### config.mk
export PLATFORM = sky130hd
export DESIGN_NAME = lf3_result_q
export DESIGN_NICKNAME = d
export VERILOG_FILES = /design/src/hw/rtl/lf3_pkg.sv /design/src/hw/rtl/lf3_result_q.sv
export SDC_FILE = /design/constraint.sdc
export NUM_CORES = 1
export LEC_CHECK = 0
export ABC_AREA = 1
export BUFFER_PORTS_ARGS = -buffer_cell sky130_fd_sc_hd__buf_4
export CORE_MARGIN = 2
export CORE_UTILIZATION = 27
export DETAILED_ROUTE_END_ITERATION = 8
export MAX_ROUTING_LAYER = met4
export SETUP_SLACK_MARGIN = 0.02
export SYNTH_ARGS = -nofsm -noshare
export SYNTH_HDL_FRONTEND = slang
export SYNTH_SLANG_ARGS = --single-unit
### constraint.sdc
create_clock -name clk -period 17.85 [get_ports clk]
set_clock_uncertainty 0.2 [all_clocks]
set_input_delay 3.57 -clock clk [delete_from_list [all_inputs] [get_ports clk]]
set_output_delay 3.57 -clock clk [all_outputs]
set_load 0.01 [all_outputs]
### src/hw/rtl/lf3_pkg.sv
`default_nettype none

package lf3_pkg;

  localparam int MAX_WIDTH_DEF  = 4096;
  localparam int MAX_HEIGHT_DEF = 4096;

  localparam int CFG_W = 13;
  localparam int PIX_W = 8;
  localparam int POS_W = 12;
  localparam int VAL_W = 12;
  localparam int SUM_W = 35;

  localparam int CENTRE_WEIGHT = 8;

  // result queue, power of two so the pointers wrap by themselves
  localparam int QDEPTH       = 8;
  localparam int QPTR_W       = $clog2(QDEPTH);
  localparam int QLVL_W       = $clog2(QDEPTH + 1);
  localparam int RES_PER_ITEM = 2;

  localparam logic [CFG_W-1:0] FRAME_WIDTH_RST  = CFG_W'(4096);
  localparam logic [CFG_W-1:0] FRAME_HEIGHT_RST = CFG_W'(4096);

  typedef enum logic [1:0] {
    REG_FRAME_WIDTH  = 2'd0,
    REG_FRAME_HEIGHT = 2'd1,
    REG_ABS_MODE     = 2'd2
  } cfg_reg_t;

  typedef enum logic {
    KIND_PIXEL = 1'b0,
    KIND_FLUSH = 1'b1
  } item_kind_t;

  typedef enum logic [1:0] {
    OP_PIX,
    OP_FLUSH,
    OP_FETCH
  } op_t;

  typedef struct packed {
    item_kind_t       kind;
    logic [PIX_W-1:0] pixel;
  } src_item_t;

  typedef struct packed {
    logic signed [VAL_W-1:0] value;
    logic [POS_W-1:0]        out_row;
    logic [POS_W-1:0]        out_col;
    logic [SUM_W-1:0]        abs_sum;
    logic                    frame_end;
  } res_item_t;

  typedef struct packed {
    logic [PIX_W-1:0] top;
    logic [PIX_W-1:0] mid;
    logic [PIX_W-1:0] bot;
  } pix_col_t;

  typedef struct packed {
    logic signed [VAL_W-1:0] value;
    logic [POS_W-1:0]        row;
    logic [POS_W-1:0]        col;
    logic                    last;
  } q_entry_t;

  typedef struct packed {
    logic     push0;
    logic     push1;
    q_entry_t e0;
    q_entry_t e1;
  } q_push_t;

  // centre weighted against the eight surrounding pixels
  function automatic logic signed [VAL_W-1:0] lap(pix_col_t l, pix_col_t c, pix_col_t r);
    logic [VAL_W-1:0] ring;
    logic [VAL_W-1:0] centre;
    ring = VAL_W'(l.top) + VAL_W'(l.mid) + VAL_W'(l.bot) + VAL_W'(c.top)
         + VAL_W'(c.bot) + VAL_W'(r.top) + VAL_W'(r.mid) + VAL_W'(r.bot);
    centre = VAL_W'(CENTRE_WEIGHT * int'(c.mid));
    return $signed(centre - ring);
  endfunction

endpackage

`default_nettype wire

### src/hw/rtl/lf3_result_q.sv
`default_nettype none

module lf3_result_q import lf3_pkg::*; (
  input  wire logic              clk,
  input  wire logic              rst,
  input  wire logic              abs_mode,
  input  wire q_push_t           push,
  output logic      [QLVL_W-1:0] level,
  output logic                   res_valid,
  input  wire logic              res_stall,
  output res_item_t              res_item
);

  q_entry_t q [QDEPTH];

  logic [QPTR_W-1:0] wr_ptr;
  logic [QPTR_W-1:0] wr_ptr1;
  logic [QPTR_W-1:0] rd_ptr;
  logic [QLVL_W-1:0] level_next;
  logic [SUM_W-1:0]  acc;
  logic [SUM_W-1:0]  acc_sum;
  logic [VAL_W-1:0]  mag;
  logic              load;
  q_entry_t          head;

  assign wr_ptr1 = wr_ptr + 1'b1;
  assign head    = q[rd_ptr];
  assign load    = (level != '0) && (!res_valid || !res_stall);
  assign mag     = head.value[VAL_W-1] ? (~head.value + 1'b1) : head.value;
  assign acc_sum = acc + SUM_W'(mag);

  assign level_next = level + QLVL_W'(push.push0) + QLVL_W'(push.push1)
                    - QLVL_W'(load);

  always_ff @(posedge clk) begin
    if (push.push0) begin
      q[wr_ptr] <= push.e0;
    end
    if (push.push1) begin
      q[wr_ptr1] <= push.e1;
    end
  end

  always_ff @(posedge clk) begin
    if (rst) begin
      wr_ptr    <= '0;
      rd_ptr    <= '0;
      level     <= '0;
      acc       <= '0;
      res_valid <= 1'b0;
    end else begin
      wr_ptr <= wr_ptr + QPTR_W'(push.push0) + QPTR_W'(push.push1);
      level  <= level_next;
      if (load) begin
        rd_ptr    <= rd_ptr + 1'b1;
        res_valid <= 1'b1;
        // running sum restarts after the last result of a frame
        acc       <= head.last ? '0 : acc_sum;
      end else if (!res_stall) begin
        res_valid <= 1'b0;
      end
    end
  end

  always_ff @(posedge clk) begin
    if (load) begin
      res_item.value     <= abs_mode ? $signed(mag) : head.value;
      res_item.out_row   <= head.row;
      res_item.out_col   <= head.col;
      res_item.abs_sum   <= acc_sum;
      res_item.frame_end <= head.last;
    end
  end

endmodule

`default_nettype wire

* Word level (Yosys, flattened, before mapping)
Memory sizes are Yosys's and may differ from the RTL's. A register that Yosys moved wholly into a read port is not among the register bits.
Index checks and enable logic that the tools add are counted.
W data, S select, Z words.
** Operators by class
- Add/sub/neg operators :: 9
- Eq/ne operators :: 1
- Multiplexer cells :: 11
- Bitwise gates (word level) :: 1
- Reductions and logical operators :: 5
** Operator list (number)
- $add A35 B12 Y35 :: 1
- $mux W35 :: 1
- $mux W12 :: 2
- $add A12 B1 Y12 const B :: 1
- $not A12 Y12 :: 1
- $add A4 B1 Y4 :: 2
- $add A3 B1 Y3 :: 2
- $add A3 B1 Y3 const B :: 2
- $mux W1 :: 6
- $mux W3 :: 2
- $reduce_bool A4 Y1 :: 1
- $sub A4 B1 Y4 :: 1
- $logic_not A1 Y1 :: 2
- $ne A2 B1 Y1 const B :: 1
- $logic_and A1 B1 Y1 :: 1
- $logic_or A1 B1 Y1 :: 1
** Storage, ports and cells
- Register bits :: 118
- Bits in writable memories :: 296
- Input port bits :: 80
- Output and inout bits :: 77
- Logic and storage cells :: 38
- Memories :: 1
** Memories
- q :: depth 8, width 37, read ports 1, clocked after memory_dff 1, write ports 2, RTL line lf3_result_q.sv:14 : q_entry_t q [QDEPTH];

* Logic depth before layout (Yosys ltp)
Gate-level depths: netlist of run 1.
- Word-level depth :: 5
- Gate-level depth with buffers :: 31
- Depth with buffers taken out :: 28

* Worst setup path before layout of run 1
Ideal clock, no wire load.
- Path kind :: input to register
- Start point :: input res_stall
- End point :: register (tool-made name)
- Setup time :: 138 ps
- Data arrival time :: 9057 ps
- Required time :: 17512 ps
- Slack :: 8455 ps
- Stages on the path :: 8
- Buffers on the path :: 2
- Cells stage by stage :: nand2_1 > inv_1 > a31oi_1 > inv_1 > buf_2 > clkbuf_1 > nor2_1 > nor2_1
** RTL lines
- from (decl) :: RTL line lf3_result_q.sv:10 : input wire logic res_stall,

==> metrics.md, run 1 <==
| Metric | Value |
|---|---|
| Die height | `282.1 µm` |
| Die area | `79590 µm²` |
| Final WL | `59270 µm` |
| Most common cell after layout, fill and taps aside | `nand2_1` |
| Root Buffer | `clkbuf_16` |
| Syn Std Cell Area | `20880 µm²` |
| HP Class | `reg -> reg` |
| Area leader, netlist | `edfxtp_1` |
| Register area share after synthesis | `57.61%` |
| Fin. max-slew vios | `0` |
| Largest net degree at the start of global routing | `87` |
| CP Launch Type | `primary input` |
| DRC Markers | `0` |
| Final instance area | `24640 µm²` |
| Number of cell rows | `roughly 100` |
| RSZ-0062 raised after global routing | `false` |
| Synth Warn # | `0` |
| All-Layer GR Usage | `15.16%` |
| Peak VDD IR | `0.07077 mV` |
| CORE AREA | `76200 µm²` |
| Most frequent cells in the layout | `nand2_1 (654), o21ai_0 (420), edfxtp_1 (368), nor2_1 (236), buf_4 (182)` |
| Yosys cell types | `41` |
| Synth Register Bits | `417` |
| Critical path origin | `push[74]` |
| Share of the synthesized area in the top cell type | `52.91%` |
| CP Class | `in -> reg` |
| Final period util | `30.14%` |
| CP max FO | `75` |
| Initial Util | `27.41%` |
| Via/cell ratio | `4.644` |
| Synthesized instance count | `2372` |
| H-tree levels | `2` |
| Fmax | `0.1859 GHz` |
| I/O pin count | `157` |
| First-pass GRT wire length | `90250 µm` |
| Run status | `completed` |
| Crit path to | `q[5][29]` |
| # port buffers | `156` |
| Max-Cap Viols | `0` |
| Static leakage | `9.972 nW` |
| DP HPWL | `35750 µm` |
| R2r endpoint | `res_item[30]` |
| DRT iter0 DRCs | `1275` |
| CTS buffer count | `46` |
| Register-to-register setup slack | `12.61 ns` |
| Post-route minimum period | `roughly 5.4 ns` |
| Routed wire length per instance | `16.92 µm` |
| CTS tree | `yes` |
| Layout cells sized above 1 | `roughly an eighth` |
| R2R depth | `16` |
| Setup bufs post-CTS | `0` |
| Initial antenna violation count | `5` |
| Fin cells | `3502` |
| Synthesized Nets | `approximately 2500` |
| Crit. End Element | `flop` |
| Layout area overhead | `18.00%` |
| Power per Cell Area | `~160 nW/µm²` |
| Skew-Pair Late Insertion Delay | `0.58 ns` |
| Initial DRT Pass Iterations | `5` |
| Max Buffers Root-to-Sink | `3` |
| Die X | `282.1 µm` |
| Placed Cells | `3413` |
| # resized after CTS | `0` |
| Post-DP Area | `22870 µm²` |
| Fin nets | `2535` |
| Clk sinks | `approximately 420` |
| Setup Slack @ Placement | `around 12 ns` |
| Setup TNS | `0 ns` |
| Fin worst setup slack | `12.47 ns` |
| Slew of the pin with the lowest slew margin | `0.9744 ns` |
| Syn Area/Cell | `~8.8 µm²` |
| Via count | `16260` |
| # fillers | `~8000` |
| CP required | `around 18 ns` |
| ANT nets after route | `0` |
| GRT overflow | `0` |
| Largest cells by area after synthesis | `edfxtp_1 (53%), nand2_1 (12%), o21ai_0 (10%), dfxtp_1 (4.7%), nor2_1 (4.2%)` |
| Final Hold Fails | `0` |
| Number of global-route vias before repair | `15270` |
| Final Setup Violations | `0` |
| Clock transition at the registers of the reported paths | `0.06 ns` |
| RD Place Congestion | `0.8582` |
| Hold_buf cts | `0` |
| Rel. slew slack | `35.04%` |
| Critical Path AT | `5.39 ns` |
where the power goes:
part           switching (W)  leakage [nW]  internal, W
logic               0.000938          5.28     0.000427
registers          0.0000631          3.85      0.00132
clock network       0.000414         0.841     0.000681
synth_stat cells:
master / n
nand2_1: 662
o21ai_0: 428
edfxtp_1: 368
nor2_1: 236
inv_1: 165
nand3_1: 88
clkbuf_1: 82
dfxtp_1: 49
a21oi_1: 48
buf_2: 34
clkbuf_2: 30
o22ai_1: 29
a31oi_1: 25
ha_1: 20
xor2_1: 17
buf_1: 14
and2_1: 9
buf_6: 9
nor3_1: 9
o21ai_1: 6
nand3b_1: 5
fa_1: 4
nand2_2: 4
xnor2_1: 4
nand4_1: 3
nor4_1: 3
buf_4: 2
nand3_2: 2
nor2_2: 2
nor3_2: 2
o21bai_2: 2
or2_2: 2
a21o_1: 1
a21oi_2: 1
and2_2: 1
clkinv_1: 1
inv_2: 1
inv_4: 1
nor2_8: 1
nor3b_1: 1
or2_1: 1
per-stage QoR:
step	hold WS (ns)	power (W)	util (%)
finish	0.2497	0.003846	32.34
detailed placement	0.2351	0.002785	30.01
global placement	0.2241	0.002768	30.01
global route	0.2758	0.004095	32.34
floorplan	0.2117	0.002307	-
CTS	0.2491	0.003889	32.32
flip-flops by register name, indices dropped and copies added, names as in the netlist, named ones only:
signal and count:
q 296, res_item 72, acc 35, level 4, rd_ptr 3, wr_ptr 3, res_valid 1
layout make-up:
class / instances / area [µm²] / area share [%]
Sequential cell: 417 / 12040 / 48.84
Multi-Input combinational cell: 1616 / 7547 / 30.63
Timing Repair Buffer: 182 / 1366 / 5.544
Tap cell: 1030 / 1289 / 5.230
Clock buffer: 50 / 1166 / 4.732
Inverter: 168 / 633.1 / 2.569
Clock inverter: 34 / 593.1 / 2.407
Antenna cell: 5 / 12.51 / 0.05077
cells by family (layout without fill, tap and decap cells):
logic type,after synthesis,count (layout),synth area share [%]
adders and majority gates,24,24,1.582
AOI/OAI and AO/OA,540,540,13.35
DFF,417,417,57.61
other,0,5,0
xor gates and xnor gates,21,21,0.8807
buffers and inverters,339,434,6.848
and+or+nand+nor,1031,1031,19.72
routing by layer:
layer | vias to the layer above | wire, µm | part of all wire, % | GRT usage [%]
li1 | 8081 | - | - | -
met1 | 7659 | 26090 | 44 | 19.57
met2 | 447 | 28260 | 48 | 24.48
met3 | 76 | 3808 | 6.4 | 2.618
met4 | 0 | 1111 | 1.9 | 4.173
met5 | - | 0 | 0 | -
how the worst min path moves through the flow:
| stage | startpoint | end | slack, ns | cells past startpoint |
|---|---|---|---|---|
| finish | rd_ptr[2] | flop | 0.25 | 1 |
| CTS | rd_ptr[2] | flop | 0.25 | 1 |
| floorplan | rd_ptr[2] | flop | 0.21 | 1 |
| global route | rd_ptr[2] | flop | 0.28 | 1 |
| global placement | rd_ptr[2] | rd_ptr[2] | 0.22 | 1 |
| detailed placement | rd_ptr[2] | rd_ptr[2] | 0.24 | 1 |
critical path, cell delays in order:
cell and delay, ns:
buf_4 0.12, inv_1 0.07, nor2_1 0.33, nand2_2 0.08, buf_4 0.37, o21ai_4 0.32, buf_4 0.51
(Power assumes the default switching activity.)
==> inputs of run 2 (changes only) <==
==> constraint.sdc (replaced) <==
create_clock -name clk -period 4.49 [get_ports clk]
set_clock_uncertainty 0.2 [all_clocks]
set_input_delay 0.898 -clock clk [delete_from_list [all_inputs] [get_ports clk]]
set_output_delay 0.898 -clock clk [all_outputs]
set_load 0.01 [all_outputs]
==> run 2 against run 1 <==
Non-clock buffer count is 15 higher; cell count is 0.57% higher; final area fell by 0.44%; combinational power rose to 4.0 times the previous value; hold slack worse by 0.024 ns; die area is the same; global-route usage grew 0.60 points; critical path type is now reg -> reg.
==> metrics.md, run 2 (synthesis gave the netlist of run 1 again) <==
| Metric | Value |
|---|---|
| Clk sinks | `417` |
| ANT nets after route | `0` |
| Run status | `completed` |
| Max Buffers Root-to-Sink | `3` |
| Largest regs | `q (296), res_item (72), acc (35)` |
| Die height | `~280 µm` |
| Most frequent cells in the layout | `nand2_1 (654), o21ai_0 (420), edfxtp_1 (368), nor2_1 (236), buf_4 (193)` |
| Initial DRT Pass Iterations | `5` |
| Power per Cell Area | `605.8 nW/µm²` |
| Largest net degree at the start of global routing | `79` |
| DRT iter0 DRCs | `roughly 1200` |
| Final Hold Fails | `0` |
| CORE AREA | `around 76000 µm²` |
| Skew-Pair Late Insertion Delay | `0.61 ns` |
| Static leakage | `9.938 nW` |
| Max-Cap Viols | `0` |
| CP Class | `reg -> reg` |
| Clock transition at the registers of the reported paths | `0.06 ns` |
| Final period util | `92.67%` |
| Via count | `roughly 16000` |
| CP dominant cell by count | `nand2_1` |
| Final Setup Violations | `0` |
| Layout cells sized above 1 | `11.95%` |
| # fillers | `7756` |
| Smallest hold slack | `0.2256 ns` |
| First-pass GRT wire length | `93170 µm` |
| Comb power frac | `between 30 and 40%` |
| Fin nets | `2551` |
| Final instance area | `24540 µm²` |
| Crit-path cells | `buf_6, buf_6, o21ai_0, o22ai_1, inv_1, o21ai_0, buf_4, inv_1, nand4_1, nor2_1, ha_1, nand2_1, nor2_1, inv_1, nor3_1, nand2_1, nand2_1, a21oi_1, nor2_1, nand2_1, a21oi_1` |
| Routed wl met3 | `between 4000 and 5000 µm` |
| CP required | `between 4 and 5 ns` |
| Placed Cells | `3428` |
| HP Class | `reg -> reg` |
| Number of cell rows | `roughly 100` |
| Fin. max-slew vios | `0` |
| Biggest register | `q` |
| Fin cells | `3522` |
| Initial Util | `27.41%` |
| Most common cell after layout, fill and taps aside | `nand2_1` |
| DP HPWL | `38350 µm` |
| Metal-1 WL | `25820 µm` |
| Crit-path max cell delay | `0.37 ns` |
| Rel. slew slack | `a little over a third` |
| GRT overflow | `0` |
| Layout area overhead | `17.49%` |
| Setup TNS | `0 ns` |
| CP Buf/Inv Count | `6` |
| CP max FO | `45` |
| Root Buffer | `clkbuf_16` |
| Die X | `282.1 µm` |
| I/O pin count | `157` |
| Sw Share | `38.11%` |
| Multi-input gate area | `7547 µm²` |
| Uppermost routed layer | `met4` |
| Fin worst setup slack | `0.3292 ns` |
| Slew of the pin with the lowest slew margin | `0.9479 ns` |
| All-Layer GR Usage | `15.75%` |
| H-tree levels | `2` |
| Crit path max-delay family | `buffers and inverters` |
| Crit. End Element | `flop` |
| Number of global-route vias before repair | `15520` |
| CTS tree | `yes` |
| Post-DP Area | `about 23000 µm²` |
| Setup Slack @ Placement | `0.09077 ns` |
| Fmax | `0.2403 GHz` |
| DRC Markers | `0` |
| Peak VDD IR | `between 0.3 and 0.4 mV` |
| Final WL | `61140 µm` |
| CP Launch Type | `flop` |
| # port buffers | `about 160` |
| RSZ-0062 raised after global routing | `false` |
| Reg area | `12040 µm²` |
| Initial antenna violation count | `6` |
| Post-route minimum period | `4.161 ns` |
| CP max-delay cell | `buf_6` |
| Psw | `0.005664 W` |
| Die area | `79590 µm²` |
| Pint | `0.009199 W` |
| Routed wire length per instance | `17.36 µm` |
| Part of the power in the clock network | `approximately a quarter` |
| Seq pwr share | `between 30% and 40%` |
| CTS buffer count | `47` |
| Via/cell ratio | `4.583` |
| Wire length on met2 | `29840 µm` |
| Max FFs per register | `296` |
| Critical Path AT | `~4.5 ns` |
| RD Place Congestion | `0.8870` |
[run 2: timing repair]
| item | CTS | global route |
|---|---|---|
| setup buffers | 0 | 0 |
| endpoints found under the setup margin | 0 | 35 |
| hold buffers | 0 | 0 |
| gates resized for setup | 0 | 2 |
[run 2: metal layers]
layer  global-route usage (%)  up-vias
met5                        -        -
met3                    2.850       86
met1                    19.58     7511
li1                         -     8115
met4                    4.528        0
met2                    26.18      428
[run 2: worst paths after layout]
path	startpoint	endpoint	slack (ns)	cells after the start
setup reg to reg	flop	acc[22]	0.33	21
hold / removal	rd_ptr[2]	flop	0.23	1
setup / recovery	flop	acc[22]	0.33	21
hold reg to reg	rd_ptr[2]	flop	0.23	1
[run 2: final cells by class]
| type | count | area share [%] |
|---|---|---|
| sequential | 417 | 49.06 |
| multi-input combinational | 1616 | 30.76 |
| timing repair buffer | 197 | 6.160 |
| tap | 1030 | 5.252 |
| clock buffer | 67 | 5.181 |
| inverter | 168 | 2.580 |
| clock inverter | 20 | 0.9383 |
| antenna | 7 | 0.07139 |
[run 2: metrics by stage]
stage	utilization, %	total power, W
final	32.20	0.01486
after global routing	32.20	0.01583
after CTS	32.17	0.01503
after detailed placement	30.20	0.01119
after global placement	30.20	0.01115
after floorplan	-	0.009140
[run 2: power groups by stage]
| stage | sequential (W) | clock, W | combinational [W] |
|---|---|---|---|
| after global routing | 0.00559 | 0.00404 | 0.00620 |
| after floorplan | 0.00573 | 0 | 0.00341 |
| after CTS | 0.00554 | 0.00390 | 0.00559 |
| final | 0.00552 | 0.00382 | 0.00552 |
| after detailed placement | 0.00562 | 0 | 0.00558 |
| after global placement | 0.00560 | 0 | 0.00554 |
==> inputs of run 3 (changes only) <==
--- a/config.mk
+++ b/config.mk
@@ -6,11 +6,14 @@
 export NUM_CORES = 1
 export LEC_CHECK = 0
 export ABC_AREA = 1
-export BUFFER_PORTS_ARGS = -buffer_cell sky130_fd_sc_hd__buf_4
+export CELL_PAD_IN_SITES_DETAIL_PLACEMENT = 1
+export CELL_PAD_IN_SITES_GLOBAL_PLACEMENT = 1
 export CORE_MARGIN = 2
 export CORE_UTILIZATION = 27
 export DETAILED_ROUTE_END_ITERATION = 8
+export DONT_BUFFER_PORTS = 1
 export MAX_ROUTING_LAYER = met4
+export PLACE_DENSITY_LB_ADDON = 0.1
 export SETUP_SLACK_MARGIN = 0.02
 export SYNTH_ARGS = -nofsm -noshare
 export SYNTH_HDL_FRONTEND = slang
==> run 3 against run 2 <==
Fmax rose by 2.0%; combinational power fell by 8.7%; non-clock buffer count fell by 157.
==> metrics.md, run 3 (synthesis gave the netlist of run 1 again) <==
| Metric | Value |
|---|---|
| DP HPWL | `42580 µm` |
| Fin worst setup slack | `a little over 0.4 ns` |
| Sw Share | `39.47%` |
| DRC Markers | `0` |
| Comb power frac | `between 30% and 40%` |
| Run status | `completed` |
| CP required | `4.64 ns` |
| CTS tree | `yes` |
| Final instance area | `23640 µm²` |
| Initial DRT Pass Iterations | `5` |
| Max-Cap Viols | `0` |
| Die X | `282.1 µm` |
| Final WL | `~72000 µm` |
| Max Buffers Root-to-Sink | `3` |
| Layout area overhead | `13.22%` |
| Number of cell rows | `around 100` |
| Largest regs | `q (296), res_item (72), acc (35)` |
| Final Setup Violations | `0` |
| # fillers | `8743` |
| CP max FO | `28` |
| CTS buffer count | `53` |
| Critical Path AT | `4.23 ns` |
| Smallest hold slack | `0.1654 ns` |
| Psw | `0.005906 W` |
| Skew-Pair Late Insertion Delay | `0.64 ns` |
| HP Class | `in -> reg` |
| Static leakage | `9.302 nW` |
| Slew of the pin with the lowest slew margin | `0.9875 ns` |
| Max FFs per register | `296` |
| Crit. End Element | `flop` |
| GRT overflow | `0` |
| Via/cell ratio | `4.786` |
| Via count | `16140` |
| # port buffers | `0` |
| R2R depth | `18` |
| Initial Util | `27.41%` |
| Part of the power in the clock network | `27.9%` |
| Die height | `282.1 µm` |
| Hold_buf cts | `0` |
| Most common cell after layout, fill and taps aside | `nand2_1` |
| WHS Path Cells | `1` |
| H-tree levels | `2` |
| RD Place Congestion | `approximately 0.77` |
| Number of global-route vias before repair | `16910` |
| Post-DP Area | `21860 µm²` |
| Metal-1 WL | `33080 µm` |
| Layout cells sized above 1 | `6.835%` |
| Clk sinks | `417` |
| Pint | `0.009059 W` |
| Initial antenna violation count | `2` |
| Routed wire length per instance | `approximately 21 µm` |
| ANT nets after route | `0` |
| All-Layer GR Usage | `18.51%` |
| DRT iter0 DRCs | `843` |
| CP Class | `reg -> reg` |
| RSZ-0062 raised after global routing | `false` |
| Final period util | `around nine tenths` |
| Biggest register | `q` |
| Routed wl met3 | `3018 µm` |
| Wire length on met2 | `34120 µm` |
| Uppermost routed layer | `met4` |
| Multi-input gate area | `around 7600 µm²` |
| Die area | `79590 µm²` |
| Setup Slack @ Placement | `0.3149 ns` |
| Post-route minimum period | `~4.1 ns` |
| Clock transition at the registers of the reported paths | `0.06 ns` |
| Fmax | `0.2452 GHz` |
| Setup TNS | `0 ns` |
| Rel. slew slack | `34.16%` |
| Root Buffer | `clkbuf_16` |
| Fin. max-slew vios | `0` |
| Final Hold Fails | `0` |
| Peak VDD IR | `0.4051 mV` |
| CORE AREA | `76200 µm²` |
| Reg area | `around 12000 µm²` |
| Most frequent cells in the layout | `nand2_1 (652), o21ai_0 (420), edfxtp_1 (368), nor2_1 (236), inv_1 (163)` |
| Fin nets | `2400` |
| CP Launch Type | `flop` |
| Design Power | `0.01497 W` |
| I/O pin count | `157` |
| First-pass GRT wire length | `107600 µm` |
| Power per Cell Area | `632.9 nW/µm²` |
| Largest net degree at the start of global routing | `85` |
| Seq pwr share | `a little under two fifths` |
## run 3: final timing paths
check	start	to	slack (ns)
worst max register to register	flop	res_item[30]	0.41
worst max-delay path	flop	res_item[30]	0.41
worst min register to register	rd_ptr[2]	rd_ptr[2]	0.26
worst min-delay path	rst	acc[27]	0.17
## run 3: power groups by stage
stage,sequential [W],clock [W],combinational (W)
2_1_floorplan,0.00573,0,0.00341
3_3_place_gp,0.00583,0,0.00506
3_5_place_dp,0.00583,0,0.00512
4_1_cts,0.00576,0.00431,0.00514
5_1_grt,0.00582,0.00445,0.00575
6_report,0.00575,0.00418,0.00504
## run 3: through the flow
step / cells / utilization (%)
2_1_floorplan: 2372 / -
3_3_place_gp: 3267 / 28.69
3_5_place_dp: 3267 / 28.69
4_1_cts: 3367 / 30.92
5_1_grt: 3373 / 31.03
6_report: 3373 / 31.03
## run 3: metal layers
layer	vias to the layer above	GRT usage (%)
li1	7807	-
met1	8012	23.64
met2	246	30.61
met3	79	3.015
met4	0	4.460
met5	-	-
## run 3: repair_timing
action / 4_1_cts / 5_1_grt
endpoints found under the setup margin: 0 / 10
resized for setup: 0 / 9
buffers inserted: 0 / 3
## run 3: layout make-up
type	instances	share of cell area, %
Antenna cell	2	0.02117
Tap cell	1030	5.451
Timing Repair Buffer	40	1.778
Sequential cell	417	50.91
Multi-Input combinational cell	1616	31.96
Inverter	168	2.704
Clock buffer	76	6.313
Clock inverter	24	0.8679
## run 3: worst max-delay path, stage by stage, from the launching register on
cell and delay, ns:
dfxtp_4 0.41, buf_6 0.27, nand2_1 0.10, nand3_1 0.09, nand3_1 0.09, nand2_2 0.16
ha_1 0.19, nand2_1 0.08, o21bai_2 0.29, nand3_1 0.15, nand2_1 0.11, inv_1 0.09
ha_1 0.37, a21oi_1 0.12, o21ai_0 0.36, nor2_1 0.10, nand2_1 0.30, nand3_1 0.15
and2_1 0.18
